**src/design/prc_ram.sv**
```systemverilog
// ----------------------------------------------------------------------------
// prc_ram
// Generic single-write, single-read RAM with registered read data.
// ----------------------------------------------------------------------------
module prc_ram #(
  parameter int WIDTH = 64,
  parameter int DEPTH = 32
) (
  input  logic                     clk,
  input  logic                     we,
  input  logic [$clog2(DEPTH)-1:0] waddr,
  input  logic [WIDTH-1:0]         wdata,
  input  logic [$clog2(DEPTH)-1:0] raddr,
  output logic [WIDTH-1:0]         rdata
);

  logic [WIDTH-1:0] mem [DEPTH];

  always_ff @(posedge clk) begin
    if (we) begin
      mem[waddr] <= wdata;
    end
    rdata <= mem[raddr];
  end

endmodule

```
**config.mk**
```make
export PLATFORM = sky130hd
export DESIGN_NAME = prc_ram
export DESIGN_NICKNAME = d
export VERILOG_FILES = /design/src/design/prc_ram.sv
export SDC_FILE = /design/constraint.sdc
export NUM_CORES = 2
export LEC_CHECK = 0
export BUFFER_PORTS_ARGS = -buffer_cell sky130_fd_sc_hd__buf_4
export CAP_MARGIN = 20
export CORE_MARGIN = 1.5
export CORE_UTILIZATION = 65
export CTS_CLUSTER_SIZE = 25
export DETAILED_ROUTE_END_ITERATION = 8
export HOLD_SLACK_MARGIN = 0.02
export PLACE_DENSITY = 0.79
export SYNTH_ARGS = -nofsm -noshare
export SYNTH_HDL_FRONTEND = slang
export SYNTH_SLANG_ARGS = --single-unit
```
**constraint.sdc**
```tcl
create_clock -name clk -period 6.6 [get_ports clk]
set_input_delay 0.66 -clock clk [delete_from_list [all_inputs] [get_ports clk]]
set_output_delay 0.66 -clock clk [all_outputs]
set_load 0.01 [all_outputs]
```
# [Word level (Yosys, flattened, before mapping)]
# Memories as Yosys holds them, arrays and structs flattened. A register that Yosys moved wholly into a read port is not among the register bits.
# Cells that the tools add are included.
[op_classes] mux=2
[ops] cell="$mux W1" count=2
[word_totals] ff_bits=0 ramBits=2048 inputBits=76 memories=1
[memory_table] name="mem" depth=32 word_bits=64 read_ports=1 rd_clocked_by_memory_dff=1 write_ports=1 line="17" text="logic [WIDTH-1:0] mem [DEPTH];"

# [Logic depth before layout (Yosys ltp)]
[logic_depth] word_depth=2 ltp_mapped=9

# [Worst setup path after synthesis]
# No wires, ideal clock.
[synth_timing] path_type="input to register" from="input port waddr[1]" to="memory mem[12][0], enable pin" setup_time_ns=0.486 t_arrival_ns=3.996 required_time_ns=6.114 path_slack_ns=2.118 cell_stages=3 path_buffers=1 cell_sequence="or3b_2 clkbuf_1 nor2_1"
[synth_lines] element="start, declared" line="11" text="input logic [$clog2(DEPTH)-1:0] waddr,"
[synth_lines] element="end, declared" line="17"
# No word-level cell before the write port.

==> summary.md <==
| Metric | Value |
|---|---|
| GP Congestion | `0.766` |
| Min-delay src | `wdata[15]` |
| Vias in the first global route | `38,712` |
| Worst Hold Depth | `1` |
| Post-CTS Resized | `0` |
| Slew Limit Fails | `0` |
| FF+latch count, synth | `2,112` |
| Clock sink count | `2,112` |
| Placed wire-length estimate | `89.7 mm` |
| Maximum fanout along the worst path | `93` |
| Placement Cell Area | `0.0823 sq mm` |
| CP Capture Type | `register` |
| Register area share after synthesis | `79.5%` |
| Slew @ Worst Pin | `1.20 ns` |
| Period utilisation layout | `45.5%` |
| First-pass GRT wire length | `286 mm` |
| Die width | `352 um` |
| Switching fraction of total power | `21.0%` |
| # IOs | `140` |
| Nets@finish | `3,430` |
| Post-synth EDFFs | `2,048` |
| Rows | `127` |
| Final hold slack | `0.244 ns` |
| Min Tclk post-route | `3.00 ns` |
| Psw | `5.75 mW` |
| Clock transition at the registers of the reported paths | `0.07 ns` |
| Final setup vio count | `0` |
| Hold_buf cts | `0` |
| M1 GR Usage | `46.1%` |
| Comb power frac | `4.9%` |
| Vias after detailed routing | `37,295` |
| Final hold violation count | `0` |
| Largest net degree at the start of global routing | `94` |
| Cell-internal power | `21.7 mW` |
| CTS root buf | `clkbuf_16` |
| Synthesized area per cell | `25.5 sq um` |
| Post-Syn Area | `0.0790 sq mm` |
| Pleak | `27.7 nW` |
| Cells after Synth | `3,097` |
| Status | `completed` |
| FFs w/ async S/R, synth | `0%` |
| Hold WC Path Type | `in -> reg` |
| Cells on worst reg2reg path | `3` |
| WP data required | `7.30 ns` |
| Worst-Skew Late Latency | `0.82 ns` |
| Max Buffers Root-to-Sink | `3` |
| DP Cell Count | `4,769` |
| Met3 Resource Use GR | `8.57%` |
| Startpoint Class | `input pin` |
| Most frequent cells after synthesis | `edfxtp_1, mux4_2, mux2_2, buf_2, dfxtp_1` |
| Library cells used by synthesis | `31` |
| Final Cell Area | `0.0886 sq mm` |
| Port buffer count | `139` |
| Most frequent cell after synthesis | `edfxtp_1` |
| DR WL/cell | `39.3 um` |
| VDD IR max | `0.000272 V` |
| Achievable Freq | `333 MHz` |
| Fin Setup TNS | `0 ns` |
| Sequential power share | `54.7%` |
| DRT Wirelength | `202 mm` |
| Syn. warnings | `0` |
| H-Tree Depth | `4` |
| Die span in y | `352 um` |
| Drt initial violations | `6,003` |
| Antenna violations before repair | `13` |
| Total track usage | `33.8%` |
| Setup Skew | `0.0350 ns` |
| Starting density of the core | `65.7%` |
| GR Util met2 | `54.5%` |
| GRT overflow | `0` |
| CTS Buf Count | `195` |
| Max_cap viols | `0` |
| Yosys top cell area share | `77.9%` |
| Post-synth net total | `3,173` |
| Routed Antenna Nets | `0` |
| Drt via density | `7.26` |
| Slew headroom | `20.1%` |
| Area leader, netlist | `edfxtp_1` |
| CP arrival | `3.70 ns` |
| Main synth FF type | `edfxtp_1` |
| Syn-to-layout area delta | `12.2%` |
| Post-route DRC | `0` |
| Grt peak-use layer | `met2` |
| Clk pwr share | `40.4%` |
| Setup Buffers After CTS | `0` |
| Power density cells | `310 mW/mm^2` |
| Crit Reg-Reg Startpoint | `mem[10][54]` |
| WS Path Type | `in -> reg` |
| CTS tree | `built` |
| Ranking of synthesized cells by area | `edfxtp_1, mux4_2, dfxtp_1` |
| DIE AREA | `0.124 sq mm` |
| Share of cells above drive strength 1 | `34.3%` |
| Core Footprint | `0.120 sq mm` |
| Non-Filler Instances | `5,140` |
| Register-to-register setup slack | `4.70 ns` |
| RSZ-0062 raised after global routing | `false` |
| Setup crit start | `raddr[2]` |
| Drt pass-1 iters | `7` |
[through the flow]
step           worst slack (ns)  utilization [%]  total power [mW]
2_1_floorplan              2.12                -              16.0
3_3_place_gp               2.98             68.5              16.5
3_5_place_dp               2.92             68.5              16.6
4_1_cts                    3.76             73.7              27.5
5_1_grt                    3.59             73.7              28.0
6_report                   3.60             73.7              27.4
[area by class of cell]
cell class                      count  area (sq um)
Fill cell                        6034         31600
Clock inverter                    105           872
Timing Repair Buffer              216          1830
Tap cell                         1612          2020
Multi-Input combinational cell    828         15700
Clock buffer                      261          5380
Sequential cell                  2112         62800
Antenna cell                        5          12.5
Inverter                            1          3.75
[cells in the final DEF, fill, tap and decap left out, types with 4 or more instances in the layout]
cell type,synthesis,layout
dfxtp_1,64,64
clkinv_1,0,38
mux4_2,602,602
nor2_4,0,32
nor2_1,41,9
mux2i_1,38,38
o22ai_1,10,10
clkinv_8,0,4
buf_12,0,14
buf_4,14,197
clkinv_2,0,40
clkinvlp_4,0,5
o21ai_0,9,9
clkbuf_16,0,200
edfxtp_1,2048,2048
diode_2,0,5
nor2b_1,4,4
clkbuf_1,55,46
mux2_2,74,74
clkbuf_8,0,15
bufinv_16,0,11
a221oi_1,12,12
nand3b_1,5,5
[cell families (layout without fill, tap and decap cells)]
logic type | after synthesis | count (layout) | share of synthesized area, %
muxes | 714 | 714 | 18.7
DFF | 2112 | 2112 | 79.5
buffers and inverters | 157 | 583 | 0.944
other | 0 | 5 | 0
AOI/OAI and AO/OA | 50 | 50 | 0.466
and+or+nand+nor | 64 | 64 | 0.379
[path summary, 6_finish.rpt]
path	to
min reg2reg	rdata[46]
max	rdata[62]
min	mem[4][15]
max reg2reg	rdata[54]
[worst max-delay path, stage by stage]
cell	delay, ns
buf_8	0.64
buf_4	0.91
mux4_2	0.43
mux4_2	0.50
mux2_2	0.29
[power by group through the flow]
stage	Combinational (mW)	Sequential [mW]	Clock (mW)
6_report	1.34	15.0	11.1
5_1_grt	1.40	15.0	11.6
4_1_cts	1.34	15.0	11.2
3_5_place_dp	1.30	15.3	0
3_3_place_gp	1.25	15.3	0
2_1_floorplan	0.748	15.3	0
[registers in the layout, summed over array words and instances, names as in the netlist]
register and cells:
mem 2048, rdata 64
[per-layer routing]
metal / wire length (um) / part of all wire [%]
met1: 67800 / 34
met2: 100000 / 50
met3: 26400 / 13
met4: 7140 / 3.5
met5: 149 / 0.074
No activity file was read; power rests on OpenSTA's default activity.
