[config.mk]
export PLATFORM = sky130hd
export DESIGN_NAME = prc_div
export DESIGN_NICKNAME = d
export VERILOG_FILES = /design/src/design/prc_pkg.sv /design/src/design/prc_div.sv
export SDC_FILE = /design/constraint.sdc
export NUM_CORES = 1
export LEC_CHECK = 0
export BUFFER_PORTS_ARGS = -buffer_cell sky130_fd_sc_hd__buf_4
export CORE_MARGIN = 5
export CORE_UTILIZATION = 50
export CTS_CLUSTER_SIZE = 24
export DETAILED_ROUTE_END_ITERATION = 10
export GPL_TIMING_DRIVEN = 0
export PLACE_DENSITY = 0.77
export REMOVE_ABC_BUFFERS = 1
export SYNTH_ARGS = -nofsm -noshare
export SYNTH_HDL_FRONTEND = slang
export SYNTH_SLANG_ARGS = --single-unit
[constraint.sdc]
create_clock -name clk -period 2.7 [get_ports clk]
set_input_delay 0.405 -clock clk [delete_from_list [all_inputs] [get_ports clk]]
set_output_delay 0.405 -clock clk [all_outputs]
set_load 0.01 [all_outputs]
[src/design/prc_pkg.sv]
// ----------------------------------------------------------------------------
// prc_pkg
// Shared constants, types and sequencer states of the rectangle clipper.
// ----------------------------------------------------------------------------
package prc_pkg;

  localparam int MAX_VERTICES = 32;
  localparam int COORD_W      = 32;
  localparam int ADDR_W       = $clog2(MAX_VERTICES);
  localparam int CNT_W        = $clog2(MAX_VERTICES + 1);
  localparam int HALF_W       = 31;
  localparam int PROD_W       = 2 * COORD_W;
  localparam int EXT_W        = COORD_W + 2;
  localparam int DIV_STEP_W   = $clog2(PROD_W);

  // configuration register indexes
  localparam logic REG_HALF_WIDTH  = 1'b0;
  localparam logic REG_HALF_HEIGHT = 1'b1;

  typedef logic signed [COORD_W-1:0] coord_t;
  typedef logic        [CNT_W-1:0]   cnt_t;
  typedef logic        [ADDR_W-1:0]  addr_t;

  typedef struct packed {
    coord_t y;
    coord_t x;
  } vtx_t;

  typedef struct packed {
    logic                  start;
    logic [PROD_W-1:0]     dividend;
    logic [COORD_W-1:0]    divisor;
  } div_req_t;

  typedef struct packed {
    logic                  done;
    logic [PROD_W-1:0]     quotient;
  } div_rsp_t;

  typedef enum logic [4:0] {
    ST_LOAD,
    ST_RD_FIRST,
    ST_WAIT_FIRST,
    ST_RD_NEXT,
    ST_WAIT_NEXT,
    ST_EDGE,
    ST_MUL,
    ST_DIV_GO,
    ST_DIV_WAIT,
    ST_PUSH_X,
    ST_PUSH_V2,
    ST_ADVANCE,
    ST_PASS_END,
    ST_OUT_START,
    ST_OUT_RD,
    ST_OUT_WAIT,
    ST_OUT_SHOW
  } state_t;

endpackage

[src/design/prc_div.sv]
// ----------------------------------------------------------------------------
// prc_div
// Restoring unsigned divider, one quotient bit per cycle.
// ----------------------------------------------------------------------------
module prc_div (
  input  logic              clk,
  input  logic              rst_n,
  input  prc_pkg::div_req_t req,
  output prc_pkg::div_rsp_t rsp
);
  import prc_pkg::*;

  logic                  busy_r;
  logic                  done_r;
  logic [DIV_STEP_W-1:0] step_r;
  logic [COORD_W-1:0]    rem_r;
  logic [PROD_W-1:0]     dvd_r;
  logic [COORD_W-1:0]    den_r;
  logic [COORD_W:0]      trial;
  logic                  ge;

  assign trial = {rem_r, dvd_r[PROD_W-1]};
  assign ge    = trial >= {1'b0, den_r};

  always_ff @(posedge clk) begin
    if (!rst_n) begin
      busy_r <= 1'b0;
      done_r <= 1'b0;
      step_r <= '0;
    end else begin
      done_r <= 1'b0;
      if (req.start) begin
        busy_r <= 1'b1;
        step_r <= '0;
      end else if (busy_r) begin
        step_r <= step_r + 1'b1;
        if (step_r == DIV_STEP_W'(PROD_W - 1)) begin
          busy_r <= 1'b0;
          done_r <= 1'b1;
        end
      end
    end
  end

  always_ff @(posedge clk) begin
    if (req.start) begin
      rem_r <= '0;
      dvd_r <= req.dividend;
      den_r <= req.divisor;
    end else if (busy_r) begin
      // remainder stays below the divisor, so it fits the low bits
      rem_r <= ge ? COORD_W'(trial - {1'b0, den_r}) : trial[COORD_W-1:0];
      dvd_r <= {dvd_r[PROD_W-2:0], ge};
    end
  end

  assign rsp.done     = done_r;
  assign rsp.quotient = dvd_r;

endmodule

==> Word level (Yosys, flattened, before mapping) <==
Cells that the tools add are included.
{ "classes": {"n_reduce_logical": 3, "add_sub_neg": 2, "n_eq_ne": 1, "muxes": 7, "n_bitwise": 2, "order_cmp": 1} }
{ "op_table": {"columns": ["operator", "n"], "rows": [
  ["64-bit 2-to-1 mux", 2],
  ["33-bit by 32-bit greater-or-equal comparator with 1-bit output", 1],
  ["32-bit 2-to-1 mux", 1],
  ["32-bit subtractor", 1],
  ["6-bit by 1-bit adder with 6-bit output (second input constant)", 1],
  ["6-bit equality test (second input constant)", 1],
  ["1-bit 2-to-1 mux", 4],
  ["3-bit OR reduction", 1],
  ["1-bit NOT", 2],
  ["2-bit nonzero test", 1],
  ["2-bit OR reduction", 1]
]} }
{ "word_totals": {"regBits": 136, "elab_cells": 22, "out_inout_bits": 65, "input_bits": 99} }

==> Depth between registers and ports, before layout <==
Gate-level depths: netlist (run 1).
{ "depth": {"ltp_word": 4, "ltp_mapped": 12, "mapped_depth_nobuf": 11} }

==> Least setup slack after synthesis (run 1) <==
Ideal clock, no wire load.
{ "synth_path": {"path_type": "register to register", "startpoint": "register den_r[20]", "endpoint": "register dvd_r[0], data pin", "stages_incl_launch_ff": 13, "n_path_buf": 2, "arrival_ps": 2254, "setup_slack_ps": 186, "setup_ps": 260, "required_ps": 2440, "period_less_slack_ps": 2514, "cell_sequence": "edfxtp_1 -> inv_1 -> ha_1 -> buf_6 -> a21o_1 -> o21bai_4 -> nor3_2 -> nand3_1 -> and3_4 -> o21ai_4 -> buf_6 -> nand2_1 -> mux2_2"} }
{ "synth_between": {"elab_chain_len": 3} }
{ "synth_rtl": {"columns": ["item", "line_no", "text"], "rows": [
  ["from (decl)", "prc_div.sv:18", "logic [COORD_W-1:0] den_r;"],
  ["from (signal assigned)", "prc_div.sv:49", "den_r <= req.divisor;"],
  ["33-bit by 32-bit greater-or-equal comparator with 1-bit output", "prc_div.sv:23", "assign ge = trial >= {1'b0, den_r};"],
  ["64-bit 2-to-1 mux", "prc_div.sv:50", "end else if (busy_r) begin"],
  ["64-bit 2-to-1 mux", "prc_div.sv:46", "if (req.start) begin"],
  ["to (signal assigned)", "prc_div.sv:48", "dvd_r <= req.dividend;"],
  ["to (signal assigned)", "prc_div.sv:53", "dvd_r <= {dvd_r[PROD_W-2:0], ge};"],
  ["to (decl)", "prc_div.sv:17", "logic [PROD_W-1:0] dvd_r;"]
]} }
Every way passes these cells. The select of a mux whose other input is x is not followed.
A chain may end at the register's enable or synchronous reset.

==> Worst setup path after layout (run 1) <==
{ "layout_path": {"startpoint": "register rem_r[1]", "endpoint": "register rem_r[27]"} }
{ "layout_between": {"elab_chain_len": 2, "word_cells_on_any_way": 3, "cone_classes": "1 x add/sub; 1 x order compare; 1 x mux"} }
{ "layout_rtl": {"columns": ["item", "line_no", "text"], "rows": [
  ["from (decl)", "prc_div.sv:16", "logic [COORD_W-1:0] rem_r;"],
  ["from (signal assigned)", "prc_div.sv:52", "rem_r <= ge ? COORD_W'(trial - {1'b0, den_r}) : trial[COORD_W-1:0];"],
  ["32-bit subtractor / 33-bit by 32-bit greater-or-equal comparator with 1-bit output (equally long branches)", "prc_div.sv:52, prc_div.sv:23", null],
  ["32-bit 2-to-1 mux (*)", "prc_div.sv:52", null]
]} }
Mark *: on every way between the ends. The rest lies on a longest branch, timed or not.

==> results of run 1 <==
## sequential cells by signal (all words and copies together) (netlist names)
signal	count
den_r	32
done_r	1
rem_r	32
dvd_r	64
busy_r	1
step_r	6
## cell usage after synthesis, types with 8 or more instances
master	instances	area (sq um)
dfxtp_1	40	801
nor2_1	56	210
o21ai_0	22	110
a21oi_1	33	165
xor2_1	12	105
clkbuf_1	23	86.3
edfxtp_1	96	2880
nor3_1	8	40.0
nand3_1	31	155
a311oi_1	21	184
mux2_2	64	721
buf_2	12	60.1
o21ai_1	18	90.1
ha_1	33	413
inv_1	42	158
a21o_1	12	90.1
nand4_1	14	87.6
xnor2_1	16	140
nand2_1	43	161
## critical path: cells and delay by family (launching register included)
family,cells,cell delay [ns]
compound gates,6,1.67
fa+ha+maj,1,0.39
simple gates,2,0.21
flops,1,0.35
## power by group
group | internal (uW) | switching [uW]
clock network | 1200 | 952
logic | 762 | 802
registers | 2450 | 134
## layer usage
metal,wire length (um),track usage [%],up-vias
met3,2030,9.04,71
met2,10000,37.3,274
met5,0,0,-
li1,-,-,3044
met1,8650,27.9,3078
met4,734,10.8,0
## cell usage in the layout, fill, tap and decap left out, types with 6 or more instances in the layout
cell,instances
o21a_1,6
nand3_1,27
nor2_1,52
buf_6,8
nand4_1,14
inv_2,11
ha_2,6
mux2_2,64
o21ai_1,15
buf_4,184
clkbuf_16,17
a21oi_2,6
a311oi_1,17
nand2_1,41
ha_4,22
o21ai_0,19
xor2_1,12
dfxtp_1,38
a21o_1,12
edfxtp_1,96
nor3_1,8
a21oi_1,29
inv_1,31
xnor2_1,16
## timing repair
| action | in CTS | in global routing |
|---|---|---|
| cloned | 2 | 1 |
| resized for setup | 41 | 82 |
| endpoints found under the setup margin | 66 | 35 |
| pin swaps | 14 | 49 |
| setup buffers | 15 | 14 |
## worst max-delay path by stage
stage	from	to	slack, ns	cells past startpoint
3_3_place_gp	busy_r	dvd_r[37]	-1.92	2
3_5_place_dp	den_r[18]	dvd_r[0]	-0.77	10
6_report	rem_r[1]	rem_r[27]	0.008	9
4_1_cts	den_r[21]	rem_r[20]	0.007	11
2_1_floorplan	busy_r	dvd_r[0]	-0.57	2
5_1_grt	den_r[16]	rem_r[20]	-0.09	11
## final cells by class
cell class / instances / area [sq um]
timing repair buffer: 196 / 1550
tap: 188 / 235
multi-input combinational: 498 / 4190
sequential: 136 / 3690
fill: 1108 / 4780
clock buffer: 18 / 439
clock inverter: 14 / 96.3
inverter: 42 / 158
## per-stage QoR
stage / setup slack [ns] / power [uW] / cells / hold WS [ns]
after floorplan: -0.567 / 3380 / 674 / 0.445
after global placement: -1.92 / 3880 / 1025 / 0.465
after detailed placement: -0.765 / 3910 / 1028 / 0.473
after CTS: 0.00651 / 6130 / 1077 / 0.133
after global routing: -0.0907 / 6560 / 1092 / 0.133
final: 0.00811 / 6300 / 1092 / 0.146
## cell families (layout without fill, tap and decap cells)
logic type / count (synthesis) / count (layout) / share of synthesized area [%]
and+or+nand+nor: 190 / 190 / 12.1
AOI/OAI and AO/OA: 176 / 178 / 16.3
DFF: 136 / 136 / 47.9
buffers and inverters: 86 / 270 / 5.03
muxes: 68 / 68 / 9.89
adders and majority gates: 34 / 34 / 5.63
xor gates and xnor gates: 28 / 28 / 3.19
==> results.yml, run 1 <==
timing:
  finClkSkew_ns: 0.0147
  final.setup.tns_ns: 0
  maxSlewHeadroom_pct: 29.2
  maxSlewViolCount: 0
  period_share_pct: 99.7
  hold_viol_final: 0
  fmax_mhz: 371
  tightest_slew_ns: 1.06
  finalSetupViolCount: 0
  grt_setup_unrepaired: "true"
  min_period_ns: 2.69
clock_tree:
  cts_made_buffers: 17
  htreeDepth: 4
  clk_latency_ns: 0.43
  cts_tree: "built"
  clockBufferDepth: 2
  hold_buffers: 0
  clk_pin_slew_worst_paths_ns: 0.07
  cts_sinks: 136
  root_buffer: "clkbuf_16"
finish:
  diodes: 0
  finalNetCount: 1024
  drive_above_1_share_pct: 43.6
  syn2layout_area_growth_pct: 34.7
  stdcell_area_sq_mm: 0.0104
  utilization_pct: 68.4
setup_path:
  r2r_start: "rem_r[1]"
  reg2reg_depth: 9
  startpoint_type: "flip-flop"
  cpMostUsedCell: "nand3_1"
  crit_chain: "ha_2, nand3_1, o21ba_4, o2111ai_2, a2111oi_4, o21ai_2, a21o_1, a221o_1, nand3_1"
  worstReg2RegEnd: "rem_r[27]"
  rrSetupSlack_ns: 0.008
  critPathMaxFanout: 4
  crit_type: "flip-flop to flip-flop"
  critPathCaptureType: "flip-flop"
  required_ns: 3.07
  crit_arrival_ns: 3.06
  cp_slowest_cell: "a2111oi_4"
  critPathMaxStageDelay_ns: 0.53
detailed_routing:
  first_pass_iters: 6
  vias_per_cell: 5.92
  drt-total-wl_um: 21400
  first_iter_violations: 538
  ant_nets: 0
  drc: 0
  wire_per_inst_um: 19.6
  vias: 6467
yosys:
  syn_inst: 718
  synth_edf_count: 96
  synth_ff_type: "edfxtp_1"
  ys_seq_area_share_pct: 47.9
  syn-cell-area_sq_mm: 0.00769
  yosysUniqueCellTypes: 73
  async_flop_share_pct: 0
  avgSynthCellArea_sq_um: 10.7
  ys_seq_elements: 136
  synth_warnings: 0
global_route:
  grt_max_degree: 89
  grt_pass1_vias: 6417
  overflow: 0
  antenna_found_initial: 0
  grt.total_usage_pct: 23.3
  grt_pass1_wl_um: 33200
floorplan:
  start_util_pct: 50.8
  die_height_um: 134
  ios: 164
  coreArea_sq_mm: 0.0151
  dieArea_sq_mm: 0.0180
  dieWidth_um: 134
  num_rows: 45
power_and_ir_drop:
  powerDensity_mw_per_mm2: 608
  p_leak_uw: 0.00411
  ir_drop_mv: 0.491
hold_path:
  hp-class: "input port to flip-flop"
  holdPathEnd: "den_r[3]"
  hold_depth: 1
  min_from: "req[3]"
place:
  port_buffers: 163
  dpl-instance-area_sq_mm: 0.00899
  gpl.final_weighted_congestion: 0.922
  dp_hpwl_um: 13900
run:
  maxCapViolations: 0
status:
  outcome: "finished clean"
Note: power is estimated with default switching activity, not from simulation.
==> run 2: changes to the inputs <==
- GPL_ROUTABILITY_DRIVEN: default -> 0
- GPL_TIMING_DRIVEN: 0 -> default
- SKIP_LAST_GASP: default -> 1
==> results.yml, run 2 (synthesis gave the netlist of run 1 again) <==
power_and_ir_drop:
  power.total_uw: 6350
  p_int_uw: 4490
  p_seq_share_pct: 40.5
  p_leak_uw: 0.00421
  power_switching_uw: 1850
  ir_drop_mv: 0.580
  power.share.clock_pct: 34.9
  p_comb_share_pct: 24.6
  p_sw_share_pct: 29.2
  powerDensity_mw_per_mm2: 615
floorplan:
  dieWidth_um: 134
  dieArea_sq_mm: 0.0180
  num_rows: 45
  ios: 164
  die_height_um: 134
  start_util_pct: 50.8
  coreArea_sq_mm: 0.0151
detailed_routing:
  wl_met1_um: 8300
  first_iter_violations: 358
  vias: 6426
  dr_wl_met2_um: 10100
  vias_per_cell: 5.77
  first_pass_iters: 5
  ant_nets: 0
  wl_met3_um: 2180
  drc: 0
  highest_layer: "met4"
  drt-total-wl_um: 21000
  wire_per_inst_um: 18.9
clock_tree:
  clk_latency_ns: 0.43
  cts_sinks: 136
  cts_made_buffers: 17
  cts_tree: "built"
  root_buffer: "clkbuf_16"
  clockBufferDepth: 2
  clk_pin_slew_worst_paths_ns: 0.06
  htreeDepth: 4
hold_path:
  hold_depth: 1
  hp-class: "input port to flip-flop"
setup_path:
  critPathCaptureType: "flip-flop"
  startpoint_type: "flip-flop"
  crit_type: "flip-flop to flip-flop"
  required_ns: 3.03
  cp_slowest_cell: "edfxtp_1"
  crit_arrival_ns: 2.94
  critPathMaxStageDelay_ns: 0.41
  crit_chain: "inv_2, ha_4, fa_2, nand2b_4, a21oi_2, or3_4, o31ai_4, buf_4, xnor2_1, a211oi_2, a2111oi_4"
  critPathMaxFanout: 5
  reg2reg_depth: 11
timing:
  maxSlewViolCount: 0
  maxSlewHeadroom_pct: 38.9
  period_share_pct: 96.9
  layout_setup_ws_ns: 0.0848
  grt_setup_unrepaired: "true"
  finalSetupViolCount: 0
  tightest_slew_ns: 0.913
  fmax_mhz: 382
  finClkSkew_ns: 0.0110
  min_period_ns: 2.62
  hold_viol_final: 0
  final.setup.tns_ns: 0
finish:
  diodes: 0
  largest_register: "dvd_r"
  final_common_cell: "buf_4"
  syn2layout_area_growth_pct: 34.1
  finalNetCount: 1046
  mostFrequentLayoutCells: "212 x buf_4, 96 x edfxtp_1, 64 x mux2_2"
  largest_reg_flops: 64
  drive_above_1_share_pct: 41.0
  top_regs: "dvd_r x64, den_r x32, rem_r x32"
status:
  outcome: "finished clean"
global_route:
  overflow: 0
  grt_max_degree: 80
  antenna_found_initial: 0
  grt_pass1_wl_um: 32400
  grt.total_usage_pct: 22.8
  grt_pass1_vias: 6428
place:
  dp_hpwl_um: 14900
  port_buffers: 163
  pre_cts_ws_ns: -0.0294
run:
  maxCapViolations: 0
-- run 2: area by class of cell --
| type | count | area (sq um) |
|---|---|---|
| clock buffers | 18 | 429 |
| clock inverters | 14 | 123 |
| fillers | 1113 | 4830 |
| inverters | 42 | 158 |
| multi-input cells | 496 | 3990 |
| flip-flops and latches | 136 | 3680 |
| well taps | 188 | 235 |
| repair buffers | 220 | 1700 |
-- run 2: power by group through the flow --
stage	Combinational (uW)	Clock [uW]	Sequential, uW
6_report	1560	2220	2570
5_1_grt	1690	2330	2590
4_1_cts	1410	2240	2560
3_5_place_dp	1400	0	2600
3_3_place_gp	1380	0	2600
2_1_floorplan	750	0	2630
-- run 2: worst max-delay path, delay by kind of cell (launching register included) --
kind / cells / cell delay, ns
buffers and inverters: 2 / 0.28
adders and majority gates: 2 / 0.37
DFF: 1 / 0.41
and+or+nand+nor: 2 / 0.48
xor gates and xnor gates: 1 / 0.13
AOI/OAI and AO/OA: 4 / 0.83
-- run 2: metrics by stage --
step	hold WS, ns	instance area [sq um]	instances	util [%]
3_3_place_gp	0.466	9290	1071	61.4
3_5_place_dp	0.463	9290	1071	61.4
4_1_cts	0.134	9880	1104	65.2
2_1_floorplan	0.445	7460	674	-
6_report	0.150	10300	1114	68.1
5_1_grt	0.133	10300	1114	68.1
-- run 2: repair_timing --
item / in CTS / in global routing
resized for setup: 5 / 63
pin swaps: 2 / 23
hold buffers: 0 / 0
buffers inserted: 1 / 9
setup endpoints to repair: 14 / 33
cloned: 0 / 1
-- run 2: per-layer routing --
| metal | up-vias | track usage, % |
|---|---|---|
| li1 | 3068 | - |
| met1 | 3074 | 26.8 |
| met2 | 250 | 37.3 |
| met3 | 34 | 10.1 |
| met4 | 0 | 7.98 |
| met5 | - | 0 |
-- run 2: final timing paths --
check | start | endpoint | slack (ns)
max | dvd_r[63] | rem_r[12] | 0.08
min | req[29] | den_r[29] | 0.15
max reg2reg | dvd_r[63] | rem_r[12] | 0.08
min reg2reg | step_r[5] | done_r | 0.48
==> run 3: changes to the inputs <==
- CORE_UTILIZATION: 50 -> 45
- CTS_BUF_LIST: default -> sky130_fd_sc_hd__clkbuf_16
- PLACE_DENSITY: 0.77 -> 0.7
==> results.yml, run 3 (synthesis gave the netlist of run 1 again) <==
clock_tree:
  clk_latency_ns: 0.43
  htreeDepth: 4
  clk_pin_slew_worst_paths_ns: 0.06
  clockBufferDepth: 2
  cts_made_buffers: 17
  root_buffer: "clkbuf_16"
  cts_tree: "built"
  cts_sinks: 136
floorplan:
  num_rows: 47
  ios: 164
  dieWidth_um: 141
  coreArea_sq_mm: 0.0167
  die_height_um: 141
  start_util_pct: 46.1
  dieArea_sq_mm: 0.0198
place:
  port_buffers: 163
  pre_cts_ws_ns: -0.0625
  dp_hpwl_um: 15500
setup_path:
  critPathCaptureType: "flip-flop"
  required_ns: 3.02
  critPathMaxFanout: 7
  critPathMaxStageDelay_ns: 0.41
  crit_arrival_ns: 3.00
  cp_slowest_cell: "a221o_1"
  crit_type: "flip-flop to flip-flop"
  crit_chain: "inv_1, ha_2, nand4_1, nor4_4, a21oi_1, o21ai_1, a221o_1, o21ai_4, buf_2, nand3_1, a311oi_1"
  worst-path-stages: 11
  reg2reg_depth: 11
  critPathBufInv: 2
  crit_family: "compound AO/OA/AOI/OAI gates"
  rrSetupSlack_ns: 0.02
  startpoint_type: "flip-flop"
  worstReg2RegEnd: "rem_r[13]"
  r2r_start: "den_r[22]"
timing:
  period_share_pct: 99.4
  maxSlewHeadroom_pct: 56.1
  grt_setup_unrepaired: "true"
  tightest_slew_ns: 0.656
  hold_viol_final: 0
  fmax_mhz: 373
  maxSlewViolCount: 0
  finClkSkew_ns: 0.00833
  min_period_ns: 2.68
  layout_setup_ws_ns: 0.0174
  finalSetupViolCount: 0
finish:
  finalNetCount: 1058
  final_common_cell: "buf_4"
  utilization_pct: 62.2
  top_regs: "dvd_r x64, den_r x32, rem_r x32"
  n_fill_cell: 1419
  largest_reg_flops: 64
  diodes: 0
  largest_register: "dvd_r"
  drive_above_1_share_pct: 41.4
  mostFrequentLayoutCells: "224 x buf_4, 96 x edfxtp_1, 64 x mux2_2"
  syn2layout_area_growth_pct: 35.0
run:
  maxCapViolations: 0
status:
  outcome: "finished clean"
detailed_routing:
  drc: 0
  first_pass_iters: 5
  drt-total-wl_um: 21300
  vias_per_cell: 5.50
  ant_nets: 0
  first_iter_violations: 406
  vias: 6364
  wire_per_inst_um: 18.4
global_route:
  grt.total_usage_pct: 21.1
  grt_max_degree: 65
  busiest_layer: "met2"
  grt_pass1_vias: 6492
  grt_use_met2_pct: 34.0
  met1_usage_pct: 25.6
  antenna_found_initial: 0
  overflow: 0
  met3_usage_pct: 9.65
  grt_pass1_wl_um: 33300
hold_path:
  hold_depth: 1
  min_from: "req[30]"
  hp-class: "input port to flip-flop"
  holdPathEnd: "den_r[30]"
power_and_ir_drop:
  power.total_uw: 6420
  powerDensity_mw_per_mm2: 619
  ir_drop_mv: 0.473
  p_leak_uw: 0.00427
-- run 3: cell types whose count changed in the layout (fill, tap and decap cells not counted), moves of 4 or more --
cell / change
ha_4: -4
buf_4: +12
ha_1: +4
a21oi_1: +4
-- run 3: metrics by stage --
| step | setup TNS (ns) | std cells | cell area (sq um) | hold WS, ns |
|---|---|---|---|---|
| after floorplan | -36.33 | 674 | 7460 | 0.445 |
| after global placement | 0 | 1117 | 9460 | 0.465 |
| after detailed placement | -0.0773 | 1117 | 9460 | 0.461 |
| after CTS | 0 | 1151 | 10100 | 0.139 |
| after global routing | -0.513 | 1158 | 10400 | 0.131 |
| final | 0 | 1158 | 10400 | 0.154 |
-- run 3: area by class of cell --
type                       count  area (sq um)  share of cell area, %
tap                          220           275                   2.65
timing repair buffer         232          1800                   17.3
multi-input combinational    496          3880                   37.4
sequential                   136          3680                   35.5
inverter                      42           158                   1.52
clock inverter                15           154                   1.48
clock buffer                  17           425                   4.10
-- run 3: worst max-delay path by stage --
stage | startpoint | end
after floorplan | busy_r | dvd_r[0]
after global placement | den_r[16] | rem_r[17]
after detailed placement | den_r[10] | rem_r[20]
after CTS | den_r[20] | rem_r[20]
after global routing | den_r[4] | rem_r[13]
final | den_r[22] | rem_r[13]
-- run 3: worst reg2reg max path, delay by kind of cell (launching register included) --
family | cells | cell delay [ns]
simple gates | 3 | 0.33
fa+ha+maj | 1 | 0.31
flops | 1 | 0.35
buf+inv | 2 | 0.34
compound gates | 5 | 1.23
-- run 3: where the power goes --
| group | total (uW) | internal [uW] | switching (uW) |
|---|---|---|---|
| combinational | 1550 | 773 | 777 |
| sequential | 2570 | 2450 | 114 |
| clock | 2310 | 1360 | 946 |
| total | 6420 | 4590 | 1840 |
-- run 3: layer usage --
layer	vias to the layer above	share of wire, %
li1	3098	-
met5	-	0
met2	227	48
met1	3005	40
met4	0	1.9
met3	34	9.7
-- run 3: what timing repair did --
item                                    CTS  global route
endpoints found under the setup margin    4            31
hold buffers                              0             0
gates cloned                              0             1
gates resized for setup                   8            41
setup buffers                             2             6
pin swaps                                 5            12
